[config.mk]
export PLATFORM = sky130hd
export DESIGN_NAME = date_to_rtc_bcd_with_weekday_unit
export DESIGN_NICKNAME = d
export VERILOG_FILES = /design/src/dtrb_pkg.sv /design/src/dtrb_prep.sv /design/src/dtrb_reduce.sv /design/src/dtrb_weekday.sv /design/src/date_to_rtc_bcd_with_weekday_unit.sv
export VERILOG_INCLUDE_DIRS = /design/src /design/src/src
export SDC_FILE = /design/constraint.sdc
export NUM_CORES = 1
export LEC_CHECK = 0
export BUFFER_PORTS_ARGS = -buffer_cell sky130_fd_sc_hd__buf_2
export CAP_MARGIN = 5
export CORE_MARGIN = 2
export CORE_UTILIZATION = 64
export DETAILED_ROUTE_END_ITERATION = 10
export PLACE_DENSITY = 0.82
export SETUP_SLACK_MARGIN = 0.5
export SYNTH_ARGS = -nofsm -noshare
export SYNTH_HDL_FRONTEND = slang
export SYNTH_SLANG_ARGS = --single-unit
[constraint.sdc]
create_clock -name clk -period 10.98 [get_ports clk]
set_clock_uncertainty 0.05 [all_clocks]
set_input_delay 2.196 -clock clk [delete_from_list [all_inputs] [get_ports clk]]
set_output_delay 2.196 -clock clk [all_outputs]
set_load 0.05 [all_outputs]
[src/date_to_rtc_bcd_with_weekday_unit_defines.svh]
// assertion macros shared by the date to rtc bcd unit
// no dependencies; taken in by `include where assertions are written
`ifndef DATE_TO_RTC_BCD_WITH_WEEKDAY_UNIT_DEFINES_SVH
`define DATE_TO_RTC_BCD_WITH_WEEKDAY_UNIT_DEFINES_SVH

`ifndef SYNTHESIS
// same-cycle implication, checked out of reset
`define DTRB_ASSERT_IMP(lbl, pre, post) \
  lbl: assert property (@(posedge clk) disable iff (!rst_n) (pre) |-> (post)) \
    else $error("dtrb assertion failed");
// next-cycle implication, checked out of reset
`define DTRB_ASSERT_NXT(lbl, pre, post) \
  lbl: assert property (@(posedge clk) disable iff (!rst_n) (pre) |=> (post)) \
    else $error("dtrb assertion failed");
`else
`define DTRB_ASSERT_IMP(lbl, pre, post)
`define DTRB_ASSERT_NXT(lbl, pre, post)
`endif

`endif

[src/dtrb_pkg.sv]
// types, tables and small functions for the date to rtc bcd unit
// no dependencies; used by every module of the unit
package dtrb_pkg;

  // fields of one input transfer
  typedef struct packed {
    logic [5:0]  second;
    logic [5:0]  minute;
    logic [4:0]  hour;
    logic [4:0]  day_of_month;
    logic [3:0]  month;
    logic [13:0] year;
  } in_t;

  // after stage 1: quotients by 100, month offset, small bcd fields
  typedef struct packed {
    logic [13:0] year;
    logic [14:0] prev;
    logic [14:0] y;
    logic [7:0]  year_q;
    logic [7:0]  prev_q;
    logic [7:0]  y_q;
    logic [8:0]  ms;
    logic        m_gt2;
    logic [4:0]  day;
    logic [4:0]  month_bcd;
    logic [5:0]  date_bcd;
    logic [5:0]  hour_bcd;
    logic [6:0]  minute_bcd;
    logic [6:0]  second_bcd;
  } s1_t;

  // after stage 2: remainders, leap count, partial day count
  typedef struct packed {
    logic [6:0]  year_rem;
    logic [6:0]  cent_rem;
    logic        cw;
    logic [12:0] leaps;
    logic        adj;
    logic [14:0] part;
    logic [4:0]  month_bcd;
    logic [5:0]  date_bcd;
    logic [5:0]  hour_bcd;
    logic [6:0]  minute_bcd;
    logic [6:0]  second_bcd;
  } s2_t;

  // after stage 3: folded day count, year and century digits
  typedef struct packed {
    logic [5:0]  fold;
    logic [7:0]  year_bcd;
    logic [7:0]  century_bcd;
    logic        cw;
    logic [4:0]  month_bcd;
    logic [5:0]  date_bcd;
    logic [5:0]  hour_bcd;
    logic [6:0]  minute_bcd;
    logic [6:0]  second_bcd;
  } s3_t;

  // one result transfer
  typedef struct packed {
    logic [7:0]  year_bcd;
    logic [7:0]  century_bcd;
    logic        century_write;
    logic [4:0]  month_bcd;
    logic [5:0]  date_bcd;
    logic [2:0]  weekday;
    logic [5:0]  hour_bcd;
    logic [6:0]  minute_bcd;
    logic [6:0]  second_bcd;
  } out_t;

  // reciprocal of 100 scaled by 2^19, exact for values below 43699
  localparam logic [12:0] RECIP100 = 13'd5243;
  localparam int          RECIP100_SHIFT = 19;

  // days before the first of each month in a common year; bad months as january
  function automatic logic [8:0] month_start(input logic [3:0] m);
    logic [8:0] r;
    case (m)
      4'd2:    r = 9'd31;
      4'd3:    r = 9'd59;
      4'd4:    r = 9'd90;
      4'd5:    r = 9'd120;
      4'd6:    r = 9'd151;
      4'd7:    r = 9'd181;
      4'd8:    r = 9'd212;
      4'd9:    r = 9'd243;
      4'd10:   r = 9'd273;
      4'd11:   r = 9'd304;
      4'd12:   r = 9'd334;
      default: r = 9'd0;
    endcase
    return r;
  endfunction

  // two bcd digits of a value below 100; tens by a row of compares
  function automatic logic [7:0] to_bcd(input logic [6:0] v);
    logic [3:0] tens;
    logic [6:0] units;
    tens = 4'd0;
    for (int k = 1; k <= 12; k++) begin
      tens = tens + 4'(v >= 7'(10 * k));
    end
    units = v - 7'(tens) * 7'd10;
    return {tens, units[3:0]};
  endfunction

endpackage

[src/dtrb_prep.sv]
// stage 1: quotients by 100, month offset and bcd of the small fields
// depends on dtrb_pkg
module dtrb_prep (
  input  logic          clk,
  input  logic          rst_n,
  input  logic          up_valid,
  input  dtrb_pkg::in_t up_data,
  output logic          up_ready,
  input  logic          down_ready,
  output logic          valid_r,
  output dtrb_pkg::s1_t data_r
);

  dtrb_pkg::s1_t data_nxt;
  logic [26:0]   year_prod;
  logic [27:0]   prev_prod;
  logic [27:0]   y_prod;

  assign up_ready = !valid_r || down_ready;

  always_comb begin
    data_nxt      = '0;
    data_nxt.year = up_data.year;
    data_nxt.prev = 15'(up_data.year) + 15'd399;
    data_nxt.y    = 15'(up_data.year) + 15'd400;
    year_prod     = 27'(up_data.year) * 27'(dtrb_pkg::RECIP100);
    prev_prod     = 28'(data_nxt.prev) * 28'(dtrb_pkg::RECIP100);
    y_prod        = 28'(data_nxt.y) * 28'(dtrb_pkg::RECIP100);
    data_nxt.year_q = year_prod[26:19];
    data_nxt.prev_q = prev_prod[26:19];
    data_nxt.y_q    = y_prod[26:19];
    data_nxt.ms     = dtrb_pkg::month_start(up_data.month);
    data_nxt.m_gt2  = (up_data.month > 4'd2) && (up_data.month <= 4'd12);
    data_nxt.day    = up_data.day_of_month;
    data_nxt.month_bcd  = 5'(dtrb_pkg::to_bcd(7'(up_data.month)));
    data_nxt.date_bcd   = 6'(dtrb_pkg::to_bcd(7'(up_data.day_of_month)));
    data_nxt.hour_bcd   = 6'(dtrb_pkg::to_bcd(7'(up_data.hour)));
    data_nxt.minute_bcd = 7'(dtrb_pkg::to_bcd(7'(up_data.minute)));
    data_nxt.second_bcd = 7'(dtrb_pkg::to_bcd(7'(up_data.second)));
  end

  always_ff @(posedge clk) begin
    if (!rst_n) begin
      valid_r <= 1'b0;
    end else if (up_ready) begin
      valid_r <= up_valid;
    end
  end

  always_ff @(posedge clk) begin
    if (up_ready && up_valid) begin
      data_r <= data_nxt;
    end
  end

endmodule

[src/dtrb_reduce.sv]
// stage 2: remainders by 100, leap year rule, leap count and partial day count
// depends on dtrb_pkg
module dtrb_reduce (
  input  logic          clk,
  input  logic          rst_n,
  input  logic          up_valid,
  input  dtrb_pkg::s1_t up_data,
  output logic          up_ready,
  input  logic          down_ready,
  output logic          valid_r,
  output dtrb_pkg::s2_t data_r
);

  dtrb_pkg::s2_t data_nxt;
  logic [15:0]   y_hund;
  logic [13:0]   year_hund;
  logic          div100;
  logic          leap;

  assign up_ready = !valid_r || down_ready;

  always_comb begin
    data_nxt  = '0;
    year_hund = 14'(up_data.year_q) * 14'd100;
    data_nxt.year_rem = 7'(up_data.year - year_hund);
    // year / 100 stays below 200, so one subtract reduces it mod 100
    data_nxt.cent_rem = (up_data.year_q >= 8'd100) ? 7'(up_data.year_q - 8'd100)
                                                   : up_data.year_q[6:0];
    data_nxt.cw = (up_data.year_q != 8'd0);
    y_hund = 16'(up_data.y_q) * 16'd100;
    div100 = (16'(up_data.y) == y_hund);
    leap   = (up_data.y[1:0] == 2'd0) && (!div100 || (up_data.y_q[1:0] == 2'd0));
    data_nxt.adj = leap && up_data.m_gt2;
    // prev/4 - prev/100 + prev/400
    data_nxt.leaps = up_data.prev[14:2] - 13'(up_data.prev_q) + 13'(up_data.prev_q[7:2]);
    // 365 is 1 mod 7, so prev stands in for prev * 365
    data_nxt.part = up_data.prev + 15'(up_data.ms) + 15'(up_data.day);
    data_nxt.month_bcd  = up_data.month_bcd;
    data_nxt.date_bcd   = up_data.date_bcd;
    data_nxt.hour_bcd   = up_data.hour_bcd;
    data_nxt.minute_bcd = up_data.minute_bcd;
    data_nxt.second_bcd = up_data.second_bcd;
  end

  always_ff @(posedge clk) begin
    if (!rst_n) begin
      valid_r <= 1'b0;
    end else if (up_ready) begin
      valid_r <= up_valid;
    end
  end

  always_ff @(posedge clk) begin
    if (up_ready && up_valid) begin
      data_r <= data_nxt;
    end
  end

endmodule

[src/dtrb_weekday.sv]
// stages 3 and 4: day count mod 7 by octal digit folding, year and century bcd
// depends on dtrb_pkg; stage 4 is the output register
module dtrb_weekday (
  input  logic           clk,
  input  logic           rst_n,
  input  logic           up_valid,
  input  dtrb_pkg::s2_t  up_data,
  output logic           up_ready,
  input  logic           down_ready,
  output logic           valid_r,
  output dtrb_pkg::out_t data_r
);

  dtrb_pkg::s3_t  mid_nxt;
  dtrb_pkg::s3_t  mid_r;
  logic           mid_valid_r;
  logic           mid_ready;
  logic [14:0]    count;
  dtrb_pkg::out_t data_nxt;
  logic [3:0]     f2;
  logic [2:0]     md;

  assign mid_ready = !valid_r || down_ready;
  assign up_ready  = !mid_valid_r || mid_ready;

  // stage 3: full count and first fold, 8 is 1 mod 7
  always_comb begin
    mid_nxt = '0;
    count   = up_data.part + 15'(up_data.leaps) + 15'(up_data.adj);
    mid_nxt.fold = 6'(count[2:0]) + 6'(count[5:3]) + 6'(count[8:6])
                 + 6'(count[11:9]) + 6'(count[14:12]);
    mid_nxt.year_bcd    = dtrb_pkg::to_bcd(up_data.year_rem);
    mid_nxt.century_bcd = dtrb_pkg::to_bcd(up_data.cent_rem);
    mid_nxt.cw          = up_data.cw;
    mid_nxt.month_bcd   = up_data.month_bcd;
    mid_nxt.date_bcd    = up_data.date_bcd;
    mid_nxt.hour_bcd    = up_data.hour_bcd;
    mid_nxt.minute_bcd  = up_data.minute_bcd;
    mid_nxt.second_bcd  = up_data.second_bcd;
  end

  // stage 4: second fold, final reduce, sunday is 1
  always_comb begin
    data_nxt = '0;
    f2 = 4'(mid_r.fold[2:0]) + 4'(mid_r.fold[5:3]);
    md = (f2 >= 4'd7) ? 3'(f2 - 4'd7) : f2[2:0];
    data_nxt.weekday       = md + 3'd1;
    data_nxt.year_bcd      = mid_r.year_bcd;
    data_nxt.century_bcd   = mid_r.century_bcd;
    data_nxt.century_write = mid_r.cw;
    data_nxt.month_bcd     = mid_r.month_bcd;
    data_nxt.date_bcd      = mid_r.date_bcd;
    data_nxt.hour_bcd      = mid_r.hour_bcd;
    data_nxt.minute_bcd    = mid_r.minute_bcd;
    data_nxt.second_bcd    = mid_r.second_bcd;
  end

  always_ff @(posedge clk) begin
    if (!rst_n) begin
      mid_valid_r <= 1'b0;
      valid_r     <= 1'b0;
    end else begin
      if (up_ready) begin
        mid_valid_r <= up_valid;
      end
      if (mid_ready) begin
        valid_r <= mid_valid_r;
      end
    end
  end

  always_ff @(posedge clk) begin
    if (up_ready && up_valid) begin
      mid_r <= mid_nxt;
    end
    if (mid_ready && mid_valid_r) begin
      data_r <= data_nxt;
    end
  end

endmodule

[src/date_to_rtc_bcd_with_weekday_unit.sv]
// date to rtc bcd unit: binary calendar date and time in, rtc register image out.
// one result per input transfer; a new date is accepted every cycle unless the
// output side holds off results and the stages fill. the four register stages
// are: quotients by 100 (reciprocal multipliers), remainders and leap count,
// day count with a first mod 7 fold, and the final weekday reduce in the output
// register. each stage stalls only when it holds an item that the next stage
// cannot take, so bubbles close up and a waiting result does not block new
// input while earlier stages have room.
// the weekday follows the proleptic gregorian calendar (1 sunday .. 7 saturday);
// century digits are (year / 100) mod 100 and out_tuser flags years of 100 or
// more. out-of-range months give january weekdays; other fields encode as given.
// depends on dtrb_pkg, dtrb_prep, dtrb_reduce, dtrb_weekday and the defines header
`include "date_to_rtc_bcd_with_weekday_unit_defines.svh"

module date_to_rtc_bcd_with_weekday_unit (
  input  logic        clk,
  input  logic        rst_n,
  // input stream
  input  logic        in_tvalid,
  output logic        in_tready,
  // year[13:0], month[17:14], day_of_month[22:18], hour[27:23], minute[33:28],
  // second[39:34]
  input  logic [39:0] in_tdata,
  // result stream
  output logic        out_tvalid,
  input  logic        out_tready,
  // year_bcd[7:0], century_bcd[15:8], month_bcd[20:16], date_bcd[26:21],
  // weekday[29:27], hour_bcd[35:30], minute_bcd[42:36], second_bcd[49:43],
  // zero fill[55:50]
  output logic [55:0] out_tdata,
  // century_write[0]
  output logic [0:0]  out_tuser
);

  dtrb_pkg::in_t  in_item;
  dtrb_pkg::s1_t  s1_data;
  dtrb_pkg::s2_t  s2_data;
  dtrb_pkg::out_t res;
  logic           s1_valid;
  logic           s2_valid;
  logic           s2_ready;
  logic           s3_ready;

  // unpack the input transfer, first field in the low bits
  assign in_item = dtrb_pkg::in_t'(in_tdata);

  // stage 1
  dtrb_prep u_prep (
    .clk        (clk),
    .rst_n      (rst_n),
    .up_valid   (in_tvalid),
    .up_data    (in_item),
    .up_ready   (in_tready),
    .down_ready (s2_ready),
    .valid_r    (s1_valid),
    .data_r     (s1_data)
  );

  // stage 2
  dtrb_reduce u_reduce (
    .clk        (clk),
    .rst_n      (rst_n),
    .up_valid   (s1_valid),
    .up_data    (s1_data),
    .up_ready   (s2_ready),
    .down_ready (s3_ready),
    .valid_r    (s2_valid),
    .data_r     (s2_data)
  );

  // stages 3 and 4, the last one drives the output ports
  dtrb_weekday u_weekday (
    .clk        (clk),
    .rst_n      (rst_n),
    .up_valid   (s2_valid),
    .up_data    (s2_data),
    .up_ready   (s3_ready),
    .down_ready (out_tready),
    .valid_r    (out_tvalid),
    .data_r     (res)
  );

  // pack the result transfer, first field in the low bits
  assign out_tdata = {6'd0, res.second_bcd, res.minute_bcd, res.hour_bcd, res.weekday,
                      res.date_bcd, res.month_bcd, res.century_bcd, res.year_bcd};
  assign out_tuser = res.century_write;

  // with nothing held at the output, no stage may push back on the input
  `DTRB_ASSERT_IMP(a_no_stall_when_empty, !out_tvalid, in_tready)
  // an accepted transfer lands in stage 1 on the next edge
  `DTRB_ASSERT_NXT(a_accept_to_stage1, in_tvalid && in_tready, s1_valid)
  // weekday is never zero
  `DTRB_ASSERT_IMP(a_weekday_nonzero, out_tvalid, out_tdata[29:27] != 3'd0)
  // year and century units digits are decimal
  `DTRB_ASSERT_IMP(a_units_decimal, out_tvalid,
                   (out_tdata[3:0] <= 4'd9) && (out_tdata[11:8] <= 4'd9))

endmodule

==> impl_results.html, run 1 <==
<table>
<tr><th>Metric</th><th>Value</th></tr>
<tr><th colspan="2">Status</th></tr>
<tr><td>Status</td><td>complete, no violations</td></tr>
<tr><th colspan="2">Place</th></tr>
<tr><td>Number of placed instances, taps included</td><td>2,752</td></tr>
<tr><td>Hpwl dp</td><td>roughly 40 mm</td></tr>
<tr><td>Worst slack at placement</td><td>slightly below 2 ns</td></tr>
<tr><td>Final RePlAce weighted congestion</td><td>0.9320</td></tr>
<tr><td>Port Buffer Count</td><td>96</td></tr>
<tr><th colspan="2">Synthesis</th></tr>
<tr><td>Post-Synthesis Cell Area</td><td>0.02511 mm²</td></tr>
<tr><td>Share of the yosys chip area belonging to registers</td><td>approximately a third</td></tr>
<tr><td>Synth Area per Inst</td><td>about 12 µm²</td></tr>
<tr><td>Number of register bits inferred by synthesis</td><td>286</td></tr>
<tr><td>Top flip-flop cell by instance count after synthesis</td><td>edfxtp_1</td></tr>
<tr><td>Post-synth EDFFs</td><td>282</td></tr>
<tr><td>Post-Synthesis Cells</td><td>around 2,100</td></tr>
<tr><td>Async set or reset register ratio after synthesis</td><td>0%</td></tr>
<tr><td>Number of warnings issued by yosys</td><td>0</td></tr>
<tr><td>Number of distinct library cell variants in the gate-level netlist after synthesis</td><td>73</td></tr>
<tr><th colspan="2">Setup path</th></tr>
<tr><td>Register-to-register setup slack</td><td>between 6 and 7 ns</td></tr>
<tr><td>Startpoint of the worst register-to-register path</td><td>u_reduce.data_r[70]</td></tr>
<tr><td>Crit Path Class</td><td>in -&gt; reg</td></tr>
<tr><td>Startpoint kind of the worst setup timing path</td><td>input pin</td></tr>
<tr><td>Worst Setup End Kind</td><td>flip-flop</td></tr>
<tr><td>Worst EP arrival</td><td>8.89 ns</td></tr>
<tr><td>Cell count of the worst reg-to-reg path</td><td>12</td></tr>
<tr><td>Capturing point of the worst reg2reg path</td><td>u_weekday.data_nxt[46]</td></tr>
<tr><td>Data required time of the critical path</td><td>between 10 and 15 ns</td></tr>
<tr><td>CP Max Fanout</td><td>12</td></tr>
<tr><th colspan="2">STA</th></tr>
<tr><td>Tmin final</td><td>8.527 ns</td></tr>
<tr><td>RSZ-0062 raised after global routing</td><td>false</td></tr>
<tr><td>Final Max Tran Viols</td><td>0</td></tr>
<tr><td>Final sum of negative setup slack</td><td>0 ns</td></tr>
<tr><td>Peak Freq</td><td>0.1173 GHz</td></tr>
<tr><td>Total setup violations reported at the end of the flow</td><td>0</td></tr>
<tr><td>Post-layout worst setup margin</td><td>2.453 ns</td></tr>
<tr><td>Worst slew margin relative to its limit</td><td>14.62%</td></tr>
<tr><td>Share of the clock period used by the worst path after layout</td><td>between 70% and 80%</td></tr>
<tr><td>Number of endpoints with negative hold slack in the final report</td><td>0</td></tr>
<tr><td>Pin slew with the least headroom to its limit</td><td>1.272 ns</td></tr>
<tr><th colspan="2">Clock network</th></tr>
<tr><td>CTS Hold Buffers Added</td><td>0</td></tr>
<tr><td>Clock sink count</td><td>286</td></tr>
<tr><td>Maximum buffer depth of the clock tree</td><td>3</td></tr>
<tr><td>Level count of the clock H-tree</td><td>1</td></tr>
<tr><td>Post-cts resize count</td><td>0</td></tr>
<tr><td>Buffer count from post-CTS setup fixing</td><td>0</td></tr>
<tr><td>Worst-skew pair later-pin latency</td><td>around 0.57 ns</td></tr>
<tr><td>Root buffer cell</td><td>clkbuf_16</td></tr>
<tr><td>CTS buffer count</td><td>29</td></tr>
<tr><td>CTS tree</td><td>done</td></tr>
<tr><td>Clock-pin slew on the worst setup and hold paths</td><td>around 0.060 ns</td></tr>
<tr><th colspan="2">Routing</th></tr>
<tr><td>Number of antenna-violating nets in the routed design</td><td>0</td></tr>
<tr><td>Vias</td><td>15,460</td></tr>
<tr><td>Routed WL</td><td>49.84 mm</td></tr>
<tr><td>1st-iter DRT viols</td><td>between 800 and 900</td></tr>
<tr><td>Met1 routed wirelength after detailed routing</td><td>20.53 mm</td></tr>
<tr><td>Average detailed-routed wire length per instance</td><td>17.77 µm</td></tr>
<tr><td>Post-detailed-route via-to-cell ratio</td><td>5.512</td></tr>
<tr><td>Highest metal layer with signal wires</td><td>met4</td></tr>
<tr><td>Pre-antenna DRT Iters</td><td>5</td></tr>
<tr><td>Residual DRC</td><td>0</td></tr>
<tr><td>Met3 WL</td><td>3.031 mm</td></tr>
<tr><td>Total length of routed met2 wires</td><td>24.83 mm</td></tr>
<tr><th colspan="2">Floorplanning</th></tr>
<tr><td>Die outline area</td><td>0.04084 mm²</td></tr>
<tr><td>Number of rows in the core area</td><td>roughly 70</td></tr>
<tr><td># IOs</td><td>103</td></tr>
<tr><td>Placeable core region</td><td>0.03865 mm²</td></tr>
<tr><td>Floorplan die width</td><td>202.1 µm</td></tr>
<tr><td>Starting utilization of the core area</td><td>64.98%</td></tr>
<tr><td>Height of the die</td><td>202.1 µm</td></tr>
<tr><th colspan="2">Final layout</th></tr>
<tr><td>Area delta synth-&gt;final</td><td>8.301%</td></tr>
<tr><td>Total of fill cells in the finished design</td><td>2,670</td></tr>
<tr><td>Leading cell type in the layout, fill and taps excluded</td><td>inv_1</td></tr>
<tr><td>Antenna fix cells</td><td>0</td></tr>
<tr><td>Fraction of final layout cells with drive strength greater than 1</td><td>under 10%</td></tr>
<tr><td>Post-Layout Cell Count</td><td>2,804</td></tr>
<tr><td>Highest-count cells in the layout ignoring fill and taps</td><td>525 x inv_1, 429 x ha_1, 282 x edfxtp_1</td></tr>
<tr><td>Final net count</td><td>2,983</td></tr>
<tr><th colspan="2">GRT</th></tr>
<tr><td>Wire length of the first global-routing pass</td><td>82.94 mm</td></tr>
<tr><td>Number of antenna violations at the first check in global routing</td><td>0</td></tr>
<tr><td>Pin count of the biggest net entering global routing</td><td>76</td></tr>
<tr><td>Grt total ovfl</td><td>0</td></tr>
<tr><td>Overall routing resource usage</td><td>25.67%</td></tr>
<tr><td>Vias in the first global route</td><td>roughly 17,000</td></tr>
<tr><th colspan="2">Min path</th></tr>
<tr><td>WHS Endpoint</td><td>u_reduce.data_r[13]</td></tr>
<tr><td>Number of instances on the worst hold path</td><td>0</td></tr>
<tr><td>Hold WC Path Type</td><td>reg -&gt; reg</td></tr>
<tr><td>Hold Crit Start</td><td>u_prep.data_r[13]</td></tr>
<tr><th colspan="2">Run</th></tr>
<tr><td>Reported max-cap violation count</td><td>0</td></tr>
</table>
-- how the worst max path moves through the flow --
stage                           start            endpoint  slack (ns)  depth (start not counted)
final                     in_tdata[7]   u_prep.data_r[53]        2.45                         24
after global routing      in_tdata[7]   u_prep.data_r[53]        2.13                         24
after floorplan            out_tready  u_reduce.data_r[0]        2.37                          3
after detailed placement  in_tdata[7]   u_prep.data_r[53]        1.94                         24
after global placement    in_tdata[1]   u_prep.data_r[61]        2.24                         25
after CTS                 in_tdata[7]   u_prep.data_r[53]        2.51                         24
-- layout make-up --
type | count | area (µm²) | share of cell area [%]
Multi-Input combinational cell | 1316 | 14550 | 53.52
Sequential cell | 286 | 8548 | 31.43
Clock inverter | 19 | 175.2 | 0.6441
Timing Repair Buffer | 106 | 555.5 | 2.043
Inverter | 526 | 1974 | 7.260
Clock buffer | 33 | 740.7 | 2.724
Tap cell | 518 | 648.1 | 2.383
-- registers in the layout (all words and copies together) (netlist names) --
signal / count
u_reduce.valid_r: 1
u_reduce.data_r: 75
u_weekday.mid_r: 6
u_weekday.valid_r: 1
u_weekday.data_nxt: 48
u_prep.valid_r: 1
u_prep.data_r: 102
u_weekday.data_r: 51
u_weekday.mid_valid_r: 1
-- cells in the mapped netlist, types with 4 or more instances --
cell | n | share of area [%]
inv_1 | 525 | 7.8
ha_1 | 429 | 21
o21ai_0 | 52 | 1.0
nor2_1 | 51 | 0.76
a21o_1 | 37 | 1.1
a21boi_0 | 5 | 0.15
nand4_1 | 13 | 0.32
edfxtp_1 | 282 | 34
clkbuf_1 | 12 | 0.18
nand2_1 | 50 | 0.75
dfxtp_1 | 4 | 0.32
o311ai_0 | 4 | 0.14
a21oi_1 | 66 | 1.3
nor2b_1 | 24 | 0.60
nand3_1 | 24 | 0.48
xnor2_1 | 117 | 4.1
mux2i_1 | 5 | 0.20
o21ai_1 | 8 | 0.16
a31oi_1 | 8 | 0.20
o21a_1 | 17 | 0.51
a211oi_1 | 6 | 0.18
o211ai_1 | 7 | 0.21
and3_1 | 9 | 0.22
buf_4 | 6 | 0.18
nor4_1 | 4 | 0.10
or3_1 | 7 | 0.17
nand2b_1 | 11 | 0.27
nor3_1 | 13 | 0.26
fa_1 | 245 | 20
nand3b_1 | 5 | 0.15
xor2_1 | 26 | 0.91
and2_1 | 5 | 0.12
-- metal layers --
metal | vias up | GRT usage [%]
met4 | 0 | 7.458
li1 | 7327 | -
met2 | 467 | 45.27
met5 | - | 0
met1 | 7564 | 32.98
met3 | 98 | 3.870
-- metrics by stage --
step	hold WS [ns]	cell area [µm²]	utilization, %
after global placement	0.3508	26280	68.00
after global routing	0.3505	27200	70.37
after detailed placement	0.3545	26280	68.00
after CTS	0.3464	27200	70.37
final	0.3532	27200	70.37
after floorplan	0.3503	25130	-
-- logic make-up (layout without fill, tap and decap cells) --
kind of cell / Yosys count / in the layout / share of synthesized area (%)
buffers and inverters: 545 / 684 / 8.241
xor gates and xnor gates: 143 / 143 / 4.988
and+or+nand+nor: 227 / 227 / 4.574
adders and majority gates: 674 / 674 / 40.91
DFF: 286 / 286 / 34.04
AOI/OAI and AO/OA: 258 / 258 / 6.856
other: 1 / 6 / 0.01493
muxes: 8 / 8 / 0.3787
-- critical path: stages --
cell      delay [ns]
buf_2           0.28
inv_1           0.21
ha_1            0.26
nand3_1         0.11
nand2_1         0.09
and2_1          0.17
xnor2_1         0.87
inv_1           0.20
fa_1            0.58
inv_1           0.04
ha_1            0.30
fa_1            0.48
fa_1            0.56
inv_1           0.06
fa_1            0.53
inv_1           0.05
ha_1            0.29
a21oi_1         0.08
o21ai_0         0.26
a21oi_1         0.10
a21boi_1        0.37
a31oi_1         0.24
or3_1           0.44
nand3_1         0.10
Power of run 1 is not shown: default switching activity piles up to over one toggle a cycle in this logic, so the estimate is an artifact.
==> run 2: changes to the inputs <==
==> constraint.sdc (replaced) <==
create_clock -name clk -period 7.99 [get_ports clk]
set_clock_uncertainty 0.05 [all_clocks]
set_input_delay 1.598 -clock clk [delete_from_list [all_inputs] [get_ports clk]]
set_output_delay 1.598 -clock clk [all_outputs]
set_load 0.05 [all_outputs]
==> run 2 against run 1 <==
Against the previous run:
- routed wire length fell by 1.9%
- critical path depth up 2
- die area is the same
- global-route usage shrank 0.53 points
- non-clock buffer count up 29
- count of clock-buffer cells in the layout stayed put
- cell count rose by 1.0%
- via count fell by 0.49%
- sequential share of layout area shrank 0.39 points
- final area increased by 1.3%
- highest routed layer unchanged
==> impl_results.html, run 2 (same netlist as run 1, synthesis figures left out) <==
<table>
<tr><th>Metric</th><th>Value</th></tr>
<tr><th colspan="2">Final layout</th></tr>
<tr><td>Area delta synth-&gt;final</td><td>9.666%</td></tr>
<tr><td>Storage element area</td><td>~0.0085 mm²</td></tr>
<tr><td>Antenna fix cells</td><td>0</td></tr>
<tr><td>Largest registers ranked by flip-flop count</td><td>u_prep.data_r: 102 flops, u_reduce.data_r: 75 flops, u_weekday.data_r: 51 flops</td></tr>
<tr><td>Highest-count cells in the layout ignoring fill and taps</td><td>522 x inv_1, 428 x ha_1, 282 x edfxtp_1</td></tr>
<tr><td>Leading cell type in the layout, fill and taps excluded</td><td>inv_1</td></tr>
<tr><td>Fraction of final layout cells with drive strength greater than 1</td><td>a little under a tenth</td></tr>
<tr><td>Flip-flop count of the largest register after layout</td><td>102</td></tr>
<tr><td>Total of fill cells in the finished design</td><td>2,632</td></tr>
<tr><td>Final net count</td><td>3,011</td></tr>
<tr><td>Register with the highest flop count</td><td>u_prep.data_r</td></tr>
<tr><td>Utilization of the core after routing</td><td>71.26%</td></tr>
<tr><td>Multi-input gate area</td><td>0.01463 mm²</td></tr>
<tr><th colspan="2">Clock network</th></tr>
<tr><td>Clock sink count</td><td>between 200 and 300</td></tr>
<tr><td>Root buffer cell</td><td>clkbuf_16</td></tr>
<tr><td>Maximum buffer depth of the clock tree</td><td>3</td></tr>
<tr><td>Worst-skew pair later-pin latency</td><td>0.57 ns</td></tr>
<tr><td>Level count of the clock H-tree</td><td>1</td></tr>
<tr><td>Clock-pin slew on the worst setup and hold paths</td><td>0.07 ns</td></tr>
<tr><td>CTS buffer count</td><td>28</td></tr>
<tr><td>CTS tree</td><td>done</td></tr>
<tr><th colspan="2">Floorplanning</th></tr>
<tr><td>Height of the die</td><td>~200 µm</td></tr>
<tr><td>Number of rows in the core area</td><td>roughly 70</td></tr>
<tr><td>Die outline area</td><td>around 0.04 mm²</td></tr>
<tr><td>Starting utilization of the core area</td><td>between 60% and 70%</td></tr>
<tr><td># IOs</td><td>103</td></tr>
<tr><td>Placeable core region</td><td>0.03865 mm²</td></tr>
<tr><td>Floorplan die width</td><td>202.1 µm</td></tr>
<tr><th colspan="2">Place</th></tr>
<tr><td>Hpwl dp</td><td>39.83 mm</td></tr>
<tr><td>Port Buffer Count</td><td>96</td></tr>
<tr><td>Worst slack at placement</td><td>0.07924 ns</td></tr>
<tr><td>Final RePlAce weighted congestion</td><td>0.9135</td></tr>
<tr><th colspan="2">Setup path</th></tr>
<tr><td>Worst EP arrival</td><td>7.41 ns</td></tr>
<tr><td>End point of the critical path</td><td>u_prep.data_r[61]</td></tr>
<tr><td>Startpoint kind of the worst setup timing path</td><td>input pin</td></tr>
<tr><td>Startpoint of the worst register-to-register path</td><td>u_reduce.data_r[63]</td></tr>
<tr><td>Capturing point of the worst reg2reg path</td><td>u_weekday.data_nxt[38]</td></tr>
<tr><td>Crit Path Class</td><td>in -&gt; reg</td></tr>
<tr><td>Data required time of the critical path</td><td>8.26 ns</td></tr>
<tr><td>CP Max Fanout</td><td>6</td></tr>
<tr><td>Worst setup path startpoint</td><td>in_tdata[2]</td></tr>
<tr><td>Worst Setup End Kind</td><td>flip-flop</td></tr>
<tr><td>Cell count of the worst reg-to-reg path</td><td>12</td></tr>
<tr><td>Register-to-register setup slack</td><td>3.07 ns</td></tr>
<tr><th colspan="2">STA</th></tr>
<tr><td>RSZ-0062 raised after global routing</td><td>false</td></tr>
<tr><td>Share of the clock period used by the worst path after layout</td><td>89.33%</td></tr>
<tr><td>Total setup violations reported at the end of the flow</td><td>0</td></tr>
<tr><td>Final sum of negative setup slack</td><td>0 ns</td></tr>
<tr><td>Peak Freq</td><td>0.1401 GHz</td></tr>
<tr><td>Hold Slack</td><td>0.3660 ns</td></tr>
<tr><td>Final Max Tran Viols</td><td>0</td></tr>
<tr><td>Worst slew margin relative to its limit</td><td>22.49%</td></tr>
<tr><td>Pin slew with the least headroom to its limit</td><td>approximately 1.2 ns</td></tr>
<tr><td>Post-layout worst setup margin</td><td>approximately 0.85 ns</td></tr>
<tr><td>Tmin final</td><td>7.138 ns</td></tr>
<tr><td>Number of endpoints with negative hold slack in the final report</td><td>0</td></tr>
<tr><th colspan="2">Routing</th></tr>
<tr><td>1st-iter DRT viols</td><td>729</td></tr>
<tr><td>Routed WL</td><td>48.88 mm</td></tr>
<tr><td>Pre-antenna DRT Iters</td><td>5</td></tr>
<tr><td>Post-detailed-route via-to-cell ratio</td><td>~5.4</td></tr>
<tr><td>Average detailed-routed wire length per instance</td><td>17.26 µm</td></tr>
<tr><td>Number of antenna-violating nets in the routed design</td><td>0</td></tr>
<tr><td>Vias</td><td>~15,000</td></tr>
<tr><td>Residual DRC</td><td>0</td></tr>
<tr><th colspan="2">GRT</th></tr>
<tr><td>Number of antenna violations at the first check in global routing</td><td>0</td></tr>
<tr><td>Pin count of the biggest net entering global routing</td><td>76</td></tr>
<tr><td>Overall routing resource usage</td><td>25.14%</td></tr>
<tr><td>Grt total ovfl</td><td>0</td></tr>
<tr><td>Vias in the first global route</td><td>16,610</td></tr>
<tr><td>Wire length of the first global-routing pass</td><td>80.97 mm</td></tr>
<tr><th colspan="2">Run</th></tr>
<tr><td>Reported max-cap violation count</td><td>0</td></tr>
<tr><th colspan="2">Min path</th></tr>
<tr><td>Hold WC Path Type</td><td>reg -&gt; reg</td></tr>
<tr><th colspan="2">Status</th></tr>
<tr><td>Status</td><td>complete, no violations</td></tr>
</table>
[run 2: cell count changes in the layout (fill, tap and decap cells not counted), sizes merged]
| cell | previous run | this run |
|---|---|---|
| buf | 106 | 135 |
| bufinv | 2 | 3 |
| inv | 531 | 526 |
| clkinvlp | 1 | 4 |
[run 2: per-layer routing]
metal  routed length [µm]  share of wire (%)  GRT usage (%)
met3                 2458                5.0          2.419
met1                20730                 42          32.75
met2                24120                 49          44.29
met5                    0                  0              0
met4                 1572                3.2          8.613
[run 2: through the flow]
stage,std cells,instance area (µm²)
6_report,2832,27540
4_1_cts,2831,27460
3_5_place_dp,2780,26520
3_3_place_gp,2780,26520
2_1_floorplan,2147,25160
5_1_grt,2832,27540
[run 2: worst min-delay path by stage]
stage / startpoint / endpoint / cells past startpoint
final: u_prep.data_r[1] / u_reduce.data_r[1] / 0
after global routing: u_reduce.data_r[0] / u_weekday.data_nxt[0] / 0
after CTS: u_prep.data_r[13] / u_reduce.data_r[13] / 0
after detailed placement: u_prep.data_r[22] / u_reduce.data_r[22] / 0
after global placement: u_reduce.data_r[10] / u_weekday.data_nxt[10] / 0
after floorplan: u_prep.data_r[0] / u_reduce.data_r[0] / 0
[run 2: what timing repair did]
item / CTS / global route
endpoints found under the setup margin: 0 / 11
setup buffers: 0 / 1
gates resized for setup: 0 / 11
hold buffers: 0 / 0
[run 2: final cells by class]
class | count | area share [%]
clock buffer | 33 | 2.721
tap | 518 | 2.353
inverter | 526 | 7.183
sequential | 286 | 31.04
timing repair buffer | 135 | 2.853
multi-input combinational | 1316 | 53.14
clock inverter | 18 | 0.7088
[run 2: critical path, cell delays in order]
cell and delay (ns):
buf_2 0.11, clkinvlp_4 0.17, ha_1 0.22, a21boi_2 0.17, nor2b_2 0.15, o21ai_1 0.12
o21a_2 0.27, buf_12 0.14, xnor2_4 0.23, inv_1 0.14, fa_1 0.52, inv_1 0.05
ha_1 0.29, fa_1 0.47, fa_1 0.54, inv_1 0.05, fa_1 0.52, inv_1 0.04
ha_1 0.20, a21o_1 0.18, a21o_1 0.18, a221o_1 0.37, a31oi_4 0.20, o21ai_2 0.11
a31o_1 0.24, xnor2_1 0.12
Power of run 2 is left out for the same reason.
